$ cat src/rtl/core/erng_pkg.sv
// Shared constants and types for the ultrasonic echo ranger.
// Register indexes, reset values, distance scaling and the distance-tracker control struct.
// No dependencies.
package erng_pkg;

	// defaults for the top-level parameters
	localparam int DEF_NUM_CHANNELS = 7;
	localparam int DEF_COUNT_WIDTH  = 16;

	// configuration register widths, indexes and reset values
	localparam int TMO_W  = 16;
	localparam int TRIG_W = 8;
	localparam int CFG_IDX_W = 2;
	localparam int CFG_DATA_W = 16;

	localparam logic [CFG_IDX_W-1:0] CFG_TIMEOUT    = 2'd0;
	localparam logic [CFG_IDX_W-1:0] CFG_TRIG_FRONT = 2'd1;
	localparam logic [CFG_IDX_W-1:0] CFG_TRIG_BACK  = 2'd2;

	localparam logic [TMO_W-1:0]  TIMEOUT_RST    = 16'd1300;
	localparam logic [TRIG_W-1:0] TRIG_FRONT_RST = 8'd2;
	localparam logic [TRIG_W-1:0] TRIG_BACK_RST  = 8'd3;

	// opcodes
	localparam logic OP_TICK  = 1'b0;
	localparam logic OP_START = 1'b1;

	// distance = count * 5 * 34 / 2000 = count * 17 / 200, saturating
	localparam int DIST_W   = 13;
	localparam int DIST_MUL = (5 * 34) / 10;
	localparam int DIST_DIV = 2000 / 10;
	localparam int REM_W    = 8;
	localparam logic [DIST_W-1:0] DIST_MAX = '1;

	// control from the sequencer to the distance tracker
	typedef struct packed {
		logic clr;   // restart at count zero
		logic step;  // count advances by one
	} erng_dist_ctl_t;

endpackage

$ cat src/rtl/core/erng_dist.sv
// Running distance tracker: keeps count*17/200 as quotient and remainder.
// Advances by one count per step, so no multiplier or divider is needed.
// Depends on erng_pkg.
module erng_dist
	import erng_pkg::*;
(
	input  logic                 clk,
	input  logic                 arst_n,
	input  erng_dist_ctl_t       ctl,
	output logic [DIST_W-1:0]    dist_next
);

	logic [DIST_W-1:0] quo_q;
	logic [REM_W-1:0]  rem_q;
	logic [REM_W:0]    rem_sum;
	logic              wrap;
	logic [REM_W-1:0]  rem_nx;
	logic [DIST_W-1:0] quo_nx;

	// one count adds 17/200: bump the remainder, carry into the quotient
	always_comb begin
		rem_sum = {1'b0, rem_q} + (REM_W+1)'(DIST_MUL);
		wrap    = rem_sum >= (REM_W+1)'(DIST_DIV);
		rem_nx  = wrap ? REM_W'(rem_sum - (REM_W+1)'(DIST_DIV)) : REM_W'(rem_sum);
		quo_nx  = (wrap && quo_q != DIST_MAX) ? quo_q + 1'b1 : quo_q;
	end

	// distance after this request's count update
	assign dist_next = ctl.step ? quo_nx : quo_q;

	always_ff @(posedge clk or negedge arst_n) begin
		if (!arst_n) begin
			quo_q <= '0;
			rem_q <= '0;
		end else if (ctl.clr) begin
			quo_q <= '0;
			rem_q <= '0;
		end else if (ctl.step) begin
			quo_q <= quo_nx;
			rem_q <= rem_nx;
		end
	end

endmodule

$ cat src/rtl/core/erng_fsm.sv
// Measurement sequencer: idle, trigger pulse, echo wait, echo count.
// Processes one request per fire and presents the state after it.
// Depends on erng_pkg and erng_dist.
module erng_fsm
	import erng_pkg::*;
#(
	parameter int NUM_CHANNELS = DEF_NUM_CHANNELS,
	parameter int COUNT_WIDTH  = DEF_COUNT_WIDTH,
	localparam int CHW  = (NUM_CHANNELS > 1) ? $clog2(NUM_CHANNELS) : 1,
	localparam int CMPW = (COUNT_WIDTH > TMO_W) ? COUNT_WIDTH : TMO_W
)
(
	input  logic                    clk,
	input  logic                    arst_n,
	input  logic                    fire,
	input  logic                    op,
	input  logic [CHW-1:0]          channel,
	input  logic [NUM_CHANNELS-1:0] echo_levels,
	input  logic [TMO_W-1:0]        timeout_count,
	input  logic [TRIG_W-1:0]       trig_front,
	input  logic [TRIG_W-1:0]       trig_back,
	output logic [NUM_CHANNELS-1:0] trigger_nx,
	output logic                    busy_nx,
	output logic                    done_nx,
	output logic [DIST_W-1:0]       distance_nx,
	output logic                    timed_out_nx,
	output logic [CHW-1:0]          channel_nx
);

	localparam logic [1:0] PH_IDLE  = 2'd0;
	localparam logic [1:0] PH_PULSE = 2'd1;
	localparam logic [1:0] PH_WAIT  = 2'd2;
	localparam logic [1:0] PH_COUNT = 2'd3;

	localparam logic [COUNT_WIDTH-1:0] CNT_MAX = '1;

	logic [1:0]             phase_q, phase_d;
	logic [CHW-1:0]         chan_q, chan_d;
	logic [TRIG_W-1:0]      pulse_q, pulse_d, pulse_inc;
	logic [COUNT_WIDTH-1:0] cnt_q, cnt_d, cnt_inc;
	logic [DIST_W-1:0]      dist_q, dist_d;
	logic                   tmo_q, tmo_d;
	logic                   done;
	logic                   echo_high;
	logic [TRIG_W-1:0]      pulse_len;
	erng_dist_ctl_t         dctl;
	logic [DIST_W-1:0]      dist_next;

	erng_dist u_dist (
		.clk       (clk),
		.arst_n    (arst_n),
		.ctl       (dctl),
		.dist_next (dist_next)
	);

	assign echo_high = echo_levels[chan_q];
	assign pulse_len = (chan_q == CHW'(NUM_CHANNELS - 1)) ? trig_back : trig_front;
	assign pulse_inc = (pulse_q != '1) ? pulse_q + 1'b1 : pulse_q;
	assign cnt_inc   = (cnt_q != CNT_MAX) ? cnt_q + 1'b1 : cnt_q;

	// next state for the current request
	always_comb begin
		phase_d = phase_q;
		chan_d  = chan_q;
		pulse_d = pulse_q;
		cnt_d   = cnt_q;
		dist_d  = dist_q;
		tmo_d   = tmo_q;
		done    = 1'b0;
		dctl    = '0;
		if (op == OP_START) begin
			// start is ignored while busy or for an unknown channel
			if (phase_q == PH_IDLE && {1'b0, channel} < (CHW+1)'(NUM_CHANNELS)) begin
				chan_d   = channel;
				pulse_d  = '0;
				cnt_d    = '0;
				phase_d  = PH_PULSE;
				dctl.clr = 1'b1;
			end
		end else begin
			case (phase_q)
				PH_PULSE: begin
					pulse_d = pulse_inc;
					if (pulse_inc >= pulse_len)
						phase_d = PH_WAIT;
				end
				PH_WAIT: begin
					if (echo_high) begin
						cnt_d    = '0;
						phase_d  = PH_COUNT;
						dctl.clr = 1'b1;
					end
				end
				PH_COUNT: begin
					cnt_d     = cnt_inc;
					dctl.step = cnt_q != CNT_MAX;
					// timeout wins over a falling echo; a saturated count also times out
					if (CMPW'(cnt_inc) > CMPW'(timeout_count) || cnt_inc == CNT_MAX) begin
						phase_d = PH_IDLE;
						done    = 1'b1;
						tmo_d   = 1'b1;
						dist_d  = dist_next;
					end else if (!echo_high) begin
						phase_d = PH_IDLE;
						done    = 1'b1;
						tmo_d   = 1'b0;
						dist_d  = dist_next;
					end
				end
				default: begin
				end
			endcase
		end
		if (!fire)
			dctl = '0;
	end

	// state after this request, for the result register
	always_comb begin
		trigger_nx   = (phase_d == PH_PULSE) ? (NUM_CHANNELS'(1) << chan_d) : '0;
		busy_nx      = phase_d != PH_IDLE;
		done_nx      = done;
		distance_nx  = dist_d;
		timed_out_nx = tmo_d;
		channel_nx   = chan_d;
	end

	always_ff @(posedge clk or negedge arst_n) begin
		if (!arst_n) begin
			phase_q <= PH_IDLE;
			chan_q  <= '0;
			pulse_q <= '0;
			cnt_q   <= '0;
			dist_q  <= '0;
			tmo_q   <= 1'b0;
		end else if (fire) begin
			phase_q <= phase_d;
			chan_q  <= chan_d;
			pulse_q <= pulse_d;
			cnt_q   <= cnt_d;
			dist_q  <= dist_d;
			tmo_q   <= tmo_d;
		end
	end

endmodule

$ cat src/rtl/core/ultrasonic_echo_ranger.sv
// Multi-channel ultrasonic echo ranger: input register, sequencer, result register.
// Results are registered in the result register after the input register.
// The sequencer sustains one request per cycle while the result is not stalled.
// Reset (arst_n low, asynchronous) clears the pipeline valids and the sequencer state
// and loads the register defaults: timeout 1300, front trigger 2, back trigger 3.
// Depends on erng_pkg and erng_fsm.
module ultrasonic_echo_ranger
	import erng_pkg::*;
#(
	parameter int NUM_CHANNELS = DEF_NUM_CHANNELS,
	parameter int COUNT_WIDTH  = DEF_COUNT_WIDTH,
	localparam int CHW = (NUM_CHANNELS > 1) ? $clog2(NUM_CHANNELS) : 1
)
(
	input  logic                    clk,
	input  logic                    arst_n,
	// configuration
	input  logic                    cfg_we,
	input  logic [CFG_IDX_W-1:0]    cfg_index,
	input  logic [CFG_DATA_W-1:0]   cfg_data,
	// request channel
	input  logic                    req_valid,
	output logic                    req_stall,
	input  logic                    op,
	input  logic [CHW-1:0]          channel,
	input  logic [NUM_CHANNELS-1:0] echo_levels,
	// result channel
	output logic                    res_valid,
	input  logic                    res_stall,
	output logic [NUM_CHANNELS-1:0] trigger_lines,
	output logic                    busy_res,
	output logic                    done_res,
	output logic [DIST_W-1:0]       distance,
	output logic                    timed_out,
	output logic [CHW-1:0]          measured_channel
);

	logic [TMO_W-1:0]        tmo_q;
	logic [TRIG_W-1:0]       trig_front_q, trig_back_q;
	logic                    valid_s1;
	logic                    op_s1;
	logic [CHW-1:0]          chan_s1;
	logic [NUM_CHANNELS-1:0] echo_s1;
	logic                    res_valid_q;
	logic [NUM_CHANNELS-1:0] trig_q;
	logic                    busy_q, done_q, tmo_res_q;
	logic [DIST_W-1:0]       dist_q;
	logic [CHW-1:0]          mchan_q;
	logic                    adv, fire;
	logic [NUM_CHANNELS-1:0] trigger_nx;
	logic                    busy_nx, done_nx, timed_out_nx;
	logic [DIST_W-1:0]       distance_nx;
	logic [CHW-1:0]          channel_nx;

	// configuration registers
	always_ff @(posedge clk or negedge arst_n) begin
		if (!arst_n) begin
			tmo_q        <= TIMEOUT_RST;
			trig_front_q <= TRIG_FRONT_RST;
			trig_back_q  <= TRIG_BACK_RST;
		end else if (cfg_we) begin
			case (cfg_index)
				CFG_TIMEOUT:    tmo_q        <= cfg_data[TMO_W-1:0];
				CFG_TRIG_FRONT: trig_front_q <= cfg_data[TRIG_W-1:0];
				CFG_TRIG_BACK:  trig_back_q  <= cfg_data[TRIG_W-1:0];
				default: begin
				end
			endcase
		end
	end

	// handshake: result register frees up, stage 1 moves on
	assign adv       = !res_valid_q || !res_stall;
	assign fire      = valid_s1 && adv;
	assign req_stall = valid_s1 && !adv;

	// input register
	always_ff @(posedge clk or negedge arst_n) begin
		if (!arst_n)
			valid_s1 <= 1'b0;
		else if (!valid_s1 || adv)
			valid_s1 <= req_valid;
	end

	always_ff @(posedge clk) begin
		if (req_valid && !req_stall) begin
			op_s1   <= op;
			chan_s1 <= channel;
			echo_s1 <= echo_levels;
		end
	end

	erng_fsm #(
		.NUM_CHANNELS (NUM_CHANNELS),
		.COUNT_WIDTH  (COUNT_WIDTH)
	) u_fsm (
		.clk           (clk),
		.arst_n        (arst_n),
		.fire          (fire),
		.op            (op_s1),
		.channel       (chan_s1),
		.echo_levels   (echo_s1),
		.timeout_count (tmo_q),
		.trig_front    (trig_front_q),
		.trig_back     (trig_back_q),
		.trigger_nx    (trigger_nx),
		.busy_nx       (busy_nx),
		.done_nx       (done_nx),
		.distance_nx   (distance_nx),
		.timed_out_nx  (timed_out_nx),
		.channel_nx    (channel_nx)
	);

	// result register
	always_ff @(posedge clk or negedge arst_n) begin
		if (!arst_n)
			res_valid_q <= 1'b0;
		else if (adv)
			res_valid_q <= valid_s1;
	end

	always_ff @(posedge clk) begin
		if (fire) begin
			trig_q    <= trigger_nx;
			busy_q    <= busy_nx;
			done_q    <= done_nx;
			dist_q    <= distance_nx;
			tmo_res_q <= timed_out_nx;
			mchan_q   <= channel_nx;
		end
	end

	assign res_valid        = res_valid_q;
	assign trigger_lines    = trig_q;
	assign busy_res         = busy_q;
	assign done_res         = done_q;
	assign distance         = dist_q;
	assign timed_out        = tmo_res_q;
	assign measured_channel = mchan_q;

endmodule

$ cat config.mk
export PLATFORM = sky130hd
export DESIGN_NAME = ultrasonic_echo_ranger
export DESIGN_NICKNAME = d
export VERILOG_FILES = /design/src/rtl/core/erng_pkg.sv /design/src/rtl/core/erng_dist.sv /design/src/rtl/core/erng_fsm.sv /design/src/rtl/core/ultrasonic_echo_ranger.sv
export SDC_FILE = /design/constraint.sdc
export NUM_CORES = 1
export LEC_CHECK = 0
export ABC_AREA = 1
export BUFFER_PORTS_ARGS = -buffer_cell sky130_fd_sc_hd__buf_2
export CAP_MARGIN = 20
export CORE_MARGIN = 8
export CORE_UTILIZATION = 59
export DETAILED_ROUTE_END_ITERATION = 6
export PLACE_DENSITY = 0.91
export SKIP_LAST_GASP = 1
export SLEW_MARGIN = 10
export SYNTH_ARGS = -nofsm -noshare
export SYNTH_HDL_FRONTEND = slang
export SYNTH_HIERARCHICAL = 1
export SYNTH_SLANG_ARGS = --single-unit
$ cat constraint.sdc
create_clock -name clk -period 3.9 [get_ports clk]
set_input_delay 0.39 -clock clk [delete_from_list [all_inputs] [get_ports clk]]
set_output_delay 0.39 -clock clk [all_outputs]
set_load 0.05 [all_outputs]
; ---- After elaboration in Yosys (flattened, before gate mapping)
; Cells that the tools add are included.
[classes]
mux = 44
addsub = 5
div = 0
reduce_logical = 25
n_lt_le_gt_ge = 5
shifts = 1
multipliers = 0
bitwise_logic = 1
eq_ne = 13
[ops]
columns = op, n
row1 = 13-bit two-way mux, 7
row2 = 16-bit two-way mux, 4
row3 = 8-bit two-way mux, 8
row4 = 16-bit case mux with 2 select lines, 1
row5 = 16-bit by 1-bit adder with 16-bit output (second input constant), 1
row6 = 16-bit equality test (second input constant), 1
row7 = 16-bit > comparator, 1
row8 = 16-bit != test (second input constant), 1
row9 = 2-bit two-way mux, 7
row10 = 13-bit by 1-bit adder with 13-bit output (second input constant), 1
row11 = 1-bit two-way mux, 13
row12 = 13-bit != test (second input constant), 1
row13 = 8-bit by 5-bit adder with 9-bit output (second input constant), 1
row14 = 9-bit by 8-bit greater-or-equal comparator with 1-bit output (second input constant), 1
row15 = 8-bit by 1-bit adder with 8-bit output (second input constant), 1
row16 = 8-bit greater-or-equal comparator, 1
row17 = 8-bit != test (second input constant), 1
row18 = 8-bit subtractor (second input constant), 1
row19 = 1-bit by 3-bit left shift with 7-bit output (first input constant), 1
row20 = 2-bit by 1-bit equality test with 1-bit output (second input constant), 3
row21 = 2-bit equality test (second input constant), 3
row22 = 3-bit two-way mux, 2
row23 = 2-bit case mux with 3 select lines, 1
row24 = 2-bit AND reduction, 3
row25 = other kinds (16), 29
[totals]
mem_bits_ro = 0
ff_bits = 135
latch_bits = 0
mem_bits_rw = 0
n_memories = 0

; ---- Longest topological paths before layout
; Gate-level depths: netlist of run 1.
[depth]
ltp_word = 11
depth_mapped = 23

; ---- Hierarchy
; The synthesis of run 1 kept the hierarchy.
[modules_own_cells]
columns = mod, area_each_um2, instances, cells_per_inst
row1 = erng_fsm, 3681.0, 1, 533
row2 = ultrasonic_echo_ranger, 2557.5, 1, 192
row3 = erng_dist, 1461.4, 1, 197

; ---- Worst setup path after synthesis of run 1
; OpenSTA, ideal clock, no wires.
[synth_path]
kind = register -> register
from = reg res_valid_q, in the netlist res_valid
to = reg dist_q[1], in the netlist distance[1], data pin
t_arrival_ns = 3.567
required_time_ns = 3.647
path_slack_ns = 0.080
n_path_buf = 1
path_stages_with_launch = 15
period_less_slack_ns = 3.820
setup_time_ns = 0.253
cell_sequence = dfrtp_1 nand2_1 inv_1 nor2_1 inv_1 clkbuf_1 nor3_1 inv_1 nor2_1 nand2_2 or2_1 nand2_1 inv_1 nand2_1 nand2_1
[synth_lines]
columns = element, line
row1 = start: declaration, ultrasonic_echo_ranger.sv:44  ; logic res_valid_q;
row2 = start signal: assignment, ultrasonic_echo_ranger.sv:119  ; res_valid_q <= valid_s1;
row3 = end signal: assignment, ultrasonic_echo_ranger.sv:127  ; dist_q <= distance_nx;
row4 = end: declaration, ultrasonic_echo_ranger.sv:47  ; logic [DIST_W-1:0] dist_q;

; ---- Worst setup path in the final report of run 1
[layout_path]
from = reg u_fsm.pulse_q[0]
to = reg trig_q[0], in the netlist trigger_lines[0], data pin
[layout_via]
elab_chain_cells = 7
word_cells_on_any_way = 8
cone_classes = add/sub: 1 / order compare: 1 / eq/ne: 2 / mux: 4
[layout_lines]
columns = element, line
row1 = start: declaration, erng_fsm.sv:39  ; logic [TRIG_W-1:0] pulse_q, pulse_d, pulse_inc;
row2 = start signal: assignment, erng_fsm.sv:139  ; pulse_q <= pulse_d;
row3 = 8-bit by 1-bit adder with 8-bit output or 8-bit != test (tied branches), erng_fsm.sv:58  ; assign pulse_inc = (pulse_q != '1) ? pulse_q + 1'b1 : pulse_q;
row4 = 8-bit two-way mux (*), erng_fsm.sv:58
row5 = 8-bit greater-or-equal comparator (*), erng_fsm.sv:84  ; if (pulse_inc >= pulse_len)
row6 = 2-bit two-way mux (*), erng_fsm.sv:84
row7 = 2-bit case mux with 3 select lines (*), erng_fsm.sv:81  ; case (phase_q)
row8 = 2-bit two-way mux (*), erng_fsm.sv:71  ; if (op == OP_START) begin
row9 = 2-bit by 1-bit equality test with 1-bit output (*), erng_fsm.sv:120  ; trigger_nx = (phase_d == PH_PULSE) ? (NUM_CHANNELS'(1) << chan_d) : '0;
row10 = end signal: assignment, ultrasonic_echo_ranger.sv:124  ; trig_q <= trigger_nx;
row11 = end: declaration, ultrasonic_echo_ranger.sv:45  ; logic [NUM_CHANNELS-1:0] trig_q;
; Every way passes the cells marked *; elsewhere a longest branch is shown, timed or not.
; A chain may end at the register's enable or synchronous reset.

==> results.yml, run 1 <==
status:
  status: "finished clean"
synthesis:
  ys_seq_elements: 135
  yosysUniqueCellTypes: 55
  synth-edff-count: 37
  synth_area_per_cell_um2: 8.35
  ys_seq_area_share_pct: 46.4
  async_reset_ff_share_pct: 72.6
  synthFlopType: "dfrtp_1"
  syn_area_um2: 7700
  syn-num-nets: 986
  yosysWarningCount: 6
  syn_inst: 922
routing:
  num_vias: 6616
  drtPass1Iterations: 5
  first_iter_violations: 621
  vias_per_cell: 5.64
  ant_nets: 0
  drc_errors: 0
  routedWlPerCell_um: 14.6
  wl_um: 17200
placement:
  hpwl_um: 11600
  place.gp.congestion: 0.909
  port_buffers: 61
global_routing:
  grt_start_max_net_pins: 82
  grt_usage_pct: 21.0
  antenna_found_initial: 0
  grt_pass1_wl_um: 28500
  grt_overflow_total: 0
  grt_pass1_vias: 6212
clock_network:
  cts_sinks: 135
  clock_latency_ps: 420
  path_clk_slew_ps: 60
  cts_setup_buffers: 0
  clockRootBuffer: "clkbuf_16"
  htree_levels: 4
  numCtsBuffers: 17
  cts_tree: "yes"
  clk_path_buf_depth: 2
pwr:
  ir_worst_vdd_uv: 350
  p_sw_share_pct: 35.3
  p_per_area_nw_per_um2: 540
  pwr-share-comb_pct: 26.2
  internal_power_uw: 3060
  p_seq_share_pct: 39.7
  leakagePower_uw: 0.00429
  p_sw_uw: 1670
  clkPwrFrac_pct: 34.1
  p_total_uw: 4730
die:
  die_x_um: 130
  row_count: 41
  ios: 62
  initial_core_util_pct: 60.8
  fp.dieH_um: 130
  core_area_um2: 12700
  die-area_um2: 17000
setup_path:
  worst_r2r_startpoint: "u_fsm/pulse_q[0]"
  start_kind: "flop"
  worst-setup-path-type: "reg -> reg"
  path_cells: "ha_1 -> inv_1 -> nor4_1 -> inv_1 -> nor2_1 -> inv_1 -> nor2_2 -> inv_1 -> nand2_1 -> o21ai_1 -> ha_1 -> a21oi_1 -> o21ai_0 -> nand2_1 -> o211ai_1 -> a21oi_1 -> nand2_1 -> nand2_1 -> inv_1 -> a21oi_4 -> nand3_2 -> nor2_1"
  worstPathArrival_ps: 3810
  endpoint: "trigger_lines[0]"
  timing.rr.end: "trigger_lines[0]"
  cp_slowest_cell: "dfrtp_1"
  crit_top_cell: "inv_1"
  cp_max_fo: 7
  reg2reg_slack_ps: 360
  endpoint_kind: "flop"
  critPathMaxStageDelay_ps: 380
  worstSetupStartpoint: "u_fsm/pulse_q[0]"
  worstPathRequired_ps: 4170
  reg2reg_depth: 22
timing:
  tightest_slew_ps: 840
  period_minus_slack_ps: 3540
  whs_ps: 139
  hold_violations: 0
  slew_viol_final: 0
  tns_ps: 0
  skew_ps: 7.78
  clock.fmax_mhz: 283
  rsz0062_at_grt: "no"
  setup_violations: 0
  min_period_over_period_pct: 90.7
  slew_headroom_pct: 44.0
flow_run:
  maxCapViolCount: 0
finish:
  fin_nets: 1052
  fill_cells: 923
  area_delta_synth_final_pct: 13.7
  antennaDiodeCount: 0
  drive_above_1_share_pct: 17.9
min_path:
  hold_path.class: "in -> reg"
[per-stage QoR]
step                instances  setup WS, ps  utilization [%]  instance area [µm²]
floorplan                 922          79.6                -                 7700
CTS                      1171           240             68.8                 8720
detailed placement       1139           468             64.1                 8130
global placement         1139           627             64.1                 8130
global route             1173          51.1             69.1                 8760
finish                   1173           362             69.1                 8760
[cell usage after synthesis, types with 3 or more instances]
cell / n / area [µm²]
a21oi_1: 24 / 120
a31oi_1: 14 / 87.6
and2_1: 4 / 25.0
buf_2: 4 / 20.0
buf_4: 4 / 30.0
buf_6: 4 / 45.0
clkbuf_1: 9 / 33.8
dfrtp_1: 91 / 2280
dfstp_2: 7 / 184
edfxtp_1: 37 / 1110
ha_1: 30 / 375
inv_1: 105 / 394
inv_2: 5 / 18.8
mux2i_1: 7 / 70.1
nand2_1: 263 / 987
nand2_2: 21 / 131
nand2_4: 3 / 33.8
nand3_1: 68 / 340
nand3_2: 8 / 80.1
nand3_4: 3 / 52.6
nand4_1: 31 / 194
nor2_1: 64 / 240
nor2_2: 8 / 50.1
nor2_4: 5 / 56.3
nor3_1: 10 / 50.1
o21ai_0: 31 / 155
o21ai_1: 15 / 75.1
o21bai_1: 3 / 22.5
o22ai_1: 6 / 37.5
xor2_1: 9 / 78.8
[layer usage]
metal	wire length [µm]	up-vias	share of wire (%)	GRT usage, %
met5	0	-	0	0
met4	284	0	1.7	9.22
met3	1170	29	6.8	4.12
met2	8640	275	50	35.9
met1	7090	3132	41	25.2
li1	-	3180	-	-
[sequential cells by signal (all words and copies together), names as in the netlist, 3 cells and up]
register and flops:
tmo_q 16, u_fsm/cnt_q 16, distance 13, u_fsm/dist_q 13
u_fsm/u_dist/quo_q 13, trig_back_q 8, trig_front_q 8, u_fsm/pulse_q 8
u_fsm/u_dist/rem_q 8, echo_s1 7, trigger_lines 7, chan_s1 3
measured_channel 3, u_fsm/chan_q 3
[final cells by class]
type	instances	area (µm²)	area share, %
clock buffer	17	425	4.86
clock inverter	15	165	1.89
inverter	112	423	4.83
multi-input combinational	653	3570	40.7
sequential	135	3570	40.8
tap	172	215	2.46
timing repair buffer	69	390	4.46
[placed cells by master (no fill, tap or decap), types with 7 or more instances in the layout]
| cell | n |
|---|---|
| dfrtp_1 | 91 |
| nand3_1 | 68 |
| clkbuf_16 | 17 |
| nand4_1 | 31 |
| inv_1 | 105 |
| edfxtp_1 | 37 |
| nor3_1 | 10 |
| nor2_2 | 9 |
| buf_4 | 7 |
| nand2_1 | 263 |
| nand2_2 | 21 |
| dfstp_2 | 7 |
| ha_1 | 30 |
| buf_2 | 60 |
| o21ai_0 | 30 |
| o21ai_1 | 16 |
| a31oi_1 | 14 |
| a21oi_1 | 24 |
| nand3_2 | 8 |
| nor2_1 | 62 |
| mux2i_1 | 7 |
| xor2_1 | 9 |
[worst min-delay path by stage]
stage          cells past startpoint            from        endpoint  slack (ps)
2_1_floorplan                      0          arst_n       res_valid          90
3_3_place_gp                       2  trig_back_q[0]  trig_back_q[0]         450
3_5_place_dp                       2  trig_back_q[2]  trig_back_q[2]         460
4_1_cts                            1  echo_levels[4]      echo_s1[4]         120
5_1_grt                            1  echo_levels[4]      echo_s1[4]         120
6_report                           1  echo_levels[4]      echo_s1[4]         140
[critical path, delay by kind of cell, from the launching register on]
| kind | cells | cell delay (ps) |
|---|---|---|
| AO/OA/AOI/OAI | 6 | 880 |
| adder cells (fa/ha/maj) | 2 | 480 |
| buffers and inverters | 5 | 400 |
| flip-flops | 1 | 380 |
| AND/OR/NAND/NOR | 9 | 1230 |
[power by group through the flow]
| stage | combinational, µW | clock, µW | sequential (µW) |
|---|---|---|---|
| detailed placement | 1210 | 0 | 1890 |
| floorplan | 729 | 0 | 2070 |
| CTS | 1230 | 1630 | 1870 |
| finish | 1240 | 1610 | 1880 |
| global route | 1370 | 1680 | 1900 |
| global placement | 1160 | 0 | 1880 |
[cells by family after synthesis]
kind of cell	count (synthesis)	share of synthesized area, %
adder cells (fa/ha/maj)	30	4.87
XOR/XNOR	13	1.77
AO/OA/AOI/OAI	104	7.85
multiplexers	7	0.910
buffers and inverters	134	7.43
flip-flops	135	46.4
AND/OR/NAND/NOR	499	30.8
[what timing repair did]
action,in CTS,in global routing
resized for setup,0,2
endpoints found under the setup margin,0,8
hold buffers,0,1
endpoints found under the hold margin,0,12
(Power assumes the default switching activity.)
==> inputs of run 2 (changes only) <==
ABC_AREA = unset   (was 1)
CORE_UTILIZATION = 55   (was 59)
PLACE_DENSITY = 0.86   (was 0.91)
==> run 2 against run 1 <==
Net effect:
- combinational power grew 14%
- area after synthesis increased by 2.2%
- critical endpoint is now u_fsm/dist_q[1]
- largest cell class is now multi-input gates
- count of clock-buffer cells in the layout rose by 8
- utilization down 3.9 points
- worst hold slack worse by 18 ps
- largest power group unchanged
- clock power shrank 9.9%
- critical path type unchanged
- via count decreased by 6.4%
- die area is 8.4% higher
- wire length increased by 4.5%
- design area grew 3.8%
- non-clock buffer count increased by 25
==> results.yml, run 2 <==
status:
  status: "finished clean"
setup_path:
  cp_max_fo: 14
  worstPathRequired_ps: 4200
  start_kind: "flop"
  worst-setup-path-type: "reg -> reg"
  worstPathArrival_ps: 4080
  endpoint_kind: "flop"
synthesis:
  ys_seq_area_share_pct: 45.4
  syn-num-nets: 797
  yosysMostFrequentCell: "dfrtp_1"
  syn_inst: 733
  ys_seq_elements: 135
  synth_common_cells: "dfrtp_1, nand2_1, mux2_2"
  syn_area_um2: 7870
  yosysWarningCount: 6
  synth-edff-count: 37
  yosysUniqueCellTypes: 85
  synthFlopType: "dfrtp_1"
  yosys.area.top_type: "dfrtp_1"
  synth_area_per_cell_um2: 10.7
  yosys.area.top_type_share_pct: 28.9
  yosys-top-cells-area: "dfrtp_1, edfxtp_1, mux2_2"
  async_reset_ff_share_pct: 72.6
timing:
  period_minus_slack_ps: 3780
  slew_viol_final: 0
  slew_headroom_pct: 36.8
  setup_violations: 0
  skew_ps: 12.0
  hold_violations: 0
  clock.fmax_mhz: 264
  tns_ps: 0
  min_period_over_period_pct: 97.0
  layout_setup_ws_ps: 116
  tightest_slew_ps: 947
flow_run:
  maxCapViolCount: 0
global_routing:
  grt_usage_pct: 20.0
  antenna_found_initial: 0
  grt_overflow_total: 0
  grt_pass1_wl_um: 29500
  grt_start_max_net_pins: 76
  grt_pass1_vias: 6029
finish:
  antennaDiodeCount: 0
  area_delta_synth_final_pct: 15.5
  layout_commonest_cell: "dfrtp_1"
  drive_above_1_share_pct: 29.0
  top_regs: "tmo_q (16), u_fsm/cnt_q (16)"
  fin_nets: 876
  layout_common_cells: "dfrtp_1, nand2_1, buf_2"
  post-route-util_pct: 65.2
die:
  initial_core_util_pct: 56.5
  die_x_um: 136
  row_count: 43
  ios: 62
  fp.dieH_um: 136
  die-area_um2: 18400
  core_area_um2: 13900
pwr:
  ir_worst_vdd_uv: 335
  p_per_area_nw_per_um2: 524
  p_total_uw: 4760
  leakagePower_uw: 0.00409
clock_network:
  cts_sinks: 135
  clock_latency_ps: 420
  clk_path_buf_depth: 2
  cts_tree: "yes"
  numCtsBuffers: 17
  clockRootBuffer: "clkbuf_16"
  cts_hold_buf: 0
  path_clk_slew_ps: 60
  htree_levels: 4
routing:
  wl_um: 17900
  vias_per_cell: 6.16
  drtPass1Iterations: 5
  routedWlPerCell_um: 17.9
  first_iter_violations: 706
  num_vias: 6194
  ant_nets: 0
  drc_errors: 0
placement:
  hpwl_um: 12200
  pre_cts_ws_ps: 83.1
  place.gp.congestion: 0.951
  port_buffers: 61
min_path:
  hold_path.class: "in -> async"
[run 2: power breakdown]
part / switching [µW] / internal, µW
Combinational: 852 / 563
Clock: 573 / 876
Sequential: 234 / 1660
[run 2: path summary, 6_finish.rpt]
kind,startpoint,endpoint,slack (ps),depth (start not counted)
min in group clk,channel[2],chan_s1[2],150,1
hold reg to reg,trig_front_q[0],trig_front_q[0],500,1
max in group asynchronous,arst_n,u_fsm/u_dist/quo_q[0],2880,2
hold / removal,arst_n,trig_back_q[6],120,1
setup / recovery,u_fsm/cnt_q[0],u_fsm/dist_q[1],120,17
setup reg to reg,u_fsm/cnt_q[0],u_fsm/dist_q[1],120,17
[run 2: final cells by class]
| class | count | area, µm² |
|---|---|---|
| sequential | 135 | 3570 |
| multi-input combinational | 530 | 4040 |
| clock inverter | 7 | 43.8 |
| fill | 986 | 4850 |
| inverter | 34 | 128 |
| tap | 180 | 225 |
| clock buffer | 25 | 495 |
| timing repair buffer | 94 | 581 |
[run 2: cell families after synthesis]
group | synth area share (%)
AO/OA/AOI/OAI | 12.5
AND/OR/NAND/NOR | 17.8
buffers and inverters | 4.33
XOR/XNOR | 2.34
multiplexers | 12.8
flip-flops | 45.4
adder cells (fa/ha/maj) | 4.77
[run 2: worst max-delay path, cell delays in order, from the launching register on]
cell and delay [ps]:
dfrtp_1 390, buf_4 160, nand2_1 130, or2_2 330
nor2_1 180, nand3_1 150, xor2_2 170, nand2_1 90
ha_1 290, and4_1 260, nand3_1 160, a21o_1 210
a31oi_2 180, a41oi_4 70, buf_4 200, a21oi_4 170
buf_12 170, mux2_2 350
[run 2: repair_timing]
| item | in CTS | in global routing |
|---|---|---|
| gates resized for setup | 1 | 13 |
| pin swaps | 0 | 1 |
| setup buffers | 0 | 4 |
| gates cloned | 0 | 0 |
| endpoints found under the setup margin | 5 | 35 |
[run 2: metal layers]
layer  track usage [%]  up-vias  routed length (µm)  share of wire, %
li1                  -     2846                   -                 -
met1              25.5     3025                7720                43
met2              32.0      268                8440                47
met3              4.90       55                1300               7.2
met4              8.02        0                 482               2.7
met5                 0        -                   0                 0
[run 2: per-stage QoR]
stage	hold slack (ps)	cells	area, µm²
6_report	120	1005	9090
3_5_place_dp	492	969	8440
5_1_grt	130	1005	9090
3_3_place_gp	478	969	8440
4_1_cts	128	1001	8990
2_1_floorplan	94.4	733	7870
==> inputs of run 3 (changes only) <==
CORE_MARGIN = 2   (was 8)
CTS_BUF_LIST = sky130_fd_sc_hd__clkbuf_4   (was unset)
==> run 3 against run 2 <==
Net effect:
- highest routed layer unchanged
- largest power group unchanged
- count of clock-buffer cells in the layout decreased by 8
- critical path depth decreased by 2
- die area is 17% lower
- non-clock buffer count up 14
- flip-flop and latch count is the same
- critical path type unchanged
- sequential power hardly changed
- register-to-register slack better by 20 ps
- combinational power about the same
- sequential share of layout area grew 0.59 points
- largest cell class unchanged
==> results.yml, run 3 (same netlist as run 2, synthesis figures left out) <==
status:
  status: "finished clean"
global_routing:
  busiest_layer: "met2"
  grt_pass1_vias: 6149
  antenna_found_initial: 1
  grt_pass1_wl_um: 29000
  grt_overflow_total: 0
  met1_usage_pct: 30.9
  grt.met2_usage_pct: 40.5
  grt_start_max_net_pins: 76
  grt_use_met3_pct: 6.78
  grt_usage_pct: 24.6
setup_path:
  worst-setup-path-type: "reg -> reg"
  start_kind: "flop"
  path_cells: "buf_4 -> nand2_1 -> or3_4 -> o31ai_1 -> nand2_1 -> ha_1 -> and4_1 -> nand3_1 -> a21o_1 -> a31oi_1 -> a41oi_4 -> buf_4 -> a21oi_4 -> buf_12 -> mux2_2"
  endpoint_kind: "flop"
  worstPathRequired_ps: 4360
  worstPathArrival_ps: 4220
  cp_top_family: "simple AND/OR/NAND/NOR gates"
  critPathMaxStageDelay_ps: 440
  cp_max_fo: 14
  cp_num_buf_inv: 3
  cp_slowest_cell: "or3_4"
placement:
  hpwl_um: 12000
  place.gp.congestion: 0.952
  dp.cells: 970
  port_buffers: 61
  pre_cts_ws_ps: 98.2
finish:
  register_area_um2: 3570
  top_regs: "tmo_q (16), u_fsm/cnt_q (16)"
  area_delta_synth_final_pct: 13.8
  final_cells: 1020
  drive_above_1_share_pct: 29.0
  layout_commonest_cell: "dfrtp_1"
  layout_common_cells: "dfrtp_1, nand2_1, buf_2"
  fill_cells: 1043
  multi_input_area_um2: 4040
  post-route-util_pct: 64.2
  fin_nets: 890
routing:
  num_vias: 6113
  first_iter_violations: 488
  drc_errors: 0
  ant_nets: 0
  routedWlPerCell_um: 16.9
  drtPass1Iterations: 6
  vias_per_cell: 5.99
  wl_um: 17300
die:
  die_x_um: 124
  core_area_um2: 13900
  initial_core_util_pct: 56.5
  fp.dieH_um: 124
  die-area_um2: 15300
  row_count: 43
  ios: 62
timing:
  clock.fmax_mhz: 266
  slew_headroom_pct: 32.8
  tns_ps: 0
  skew_ps: 14.8
  slew_viol_final: 0
  period_minus_slack_ps: 3760
  layout_setup_ws_ps: 135
  rsz0062_at_grt: "yes"
  whs_ps: 47.0
  hold_violations: 0
  tightest_slew_ps: 1010
  setup_violations: 0
  min_period_over_period_pct: 96.5
clock_network:
  numCtsBuffers: 17
  path_clk_slew_ps: 120
  cts_tree: "yes"
  clock_latency_ps: 570
  clockRootBuffer: "clkbuf_4"
  clk_path_buf_depth: 2
  cts_sinks: 135
  htree_levels: 4
pwr:
  leakagePower_uw: 0.00405
  p_per_area_nw_per_um2: 466
  ir_worst_vdd_uv: 296
flow_run:
  maxCapViolCount: 0
min_path:
  hold_path.class: "in -> reg"
## run 3: cell types whose count changed in the layout (fill, tap and decap cells not counted), sizes merged
cell / previous run / this run
bufinv: 0 / 2
inv: 35 / 37
clkinv: 3 / 7
dlygate4sd3: 0 / 13
buf: 94 / 95
diode: 0 / 1
clkbuf: 25 / 17
## run 3: final cells by class
class,instances,area share (%)
clock inverters,15,1.50
multi-input cells,530,45.1
clock buffers,17,1.43
inverters,34,1.43
well taps,180,2.52
diodes,1,0.0280
flip-flops and latches,135,39.9
repair buffers,108,8.02
## run 3: metrics by stage
stage	power, µW	instance area (µm²)
detailed placement	3250	8450
floorplan	2930	7870
global route	4430	8950
global placement	3200	8450
CTS	4140	8840
finish	4170	8950
## run 3: routing by layer
layer  vias up  wire [µm]
met4         0        396
li1       2873          -
met3        43       1210
met2       243       8310
met5         -          0
met1      2954       7370
## run 3: final timing paths
path	from	endpoint	slack [ps]	depth (start not counted)
setup / recovery	u_fsm/cnt_q[0]	u_fsm/dist_q[0]	140	15
min in group asynchronous	arst_n	tmo_q[5]	510	2
max in group asynchronous	arst_n	trig_front_q[1]	2450	3
setup reg to reg	u_fsm/cnt_q[0]	u_fsm/dist_q[0]	140	15
hold / removal	cfg_data[13]	tmo_q[13]	50	2
hold reg to reg	valid_s1	res_valid	490	1
## run 3: timing repair
| item | 4_1_cts | 5_1_grt |
|---|---|---|
| setup buffers | 0 | 4 |
| endpoints found under the setup margin | 0 | 35 |
| hold buffers | 13 | 0 |
| endpoints found under the hold margin | 33 | 0 |
| resized for setup | 0 | 17 |
## run 3: report_power, final
part	internal [µW]	leakage, µW	switching (µW)
Clock	369	0.000143	507
Sequential	1660	0.00161	226
Combinational	564	0.00230	849
Total	2590	0.00405	1580
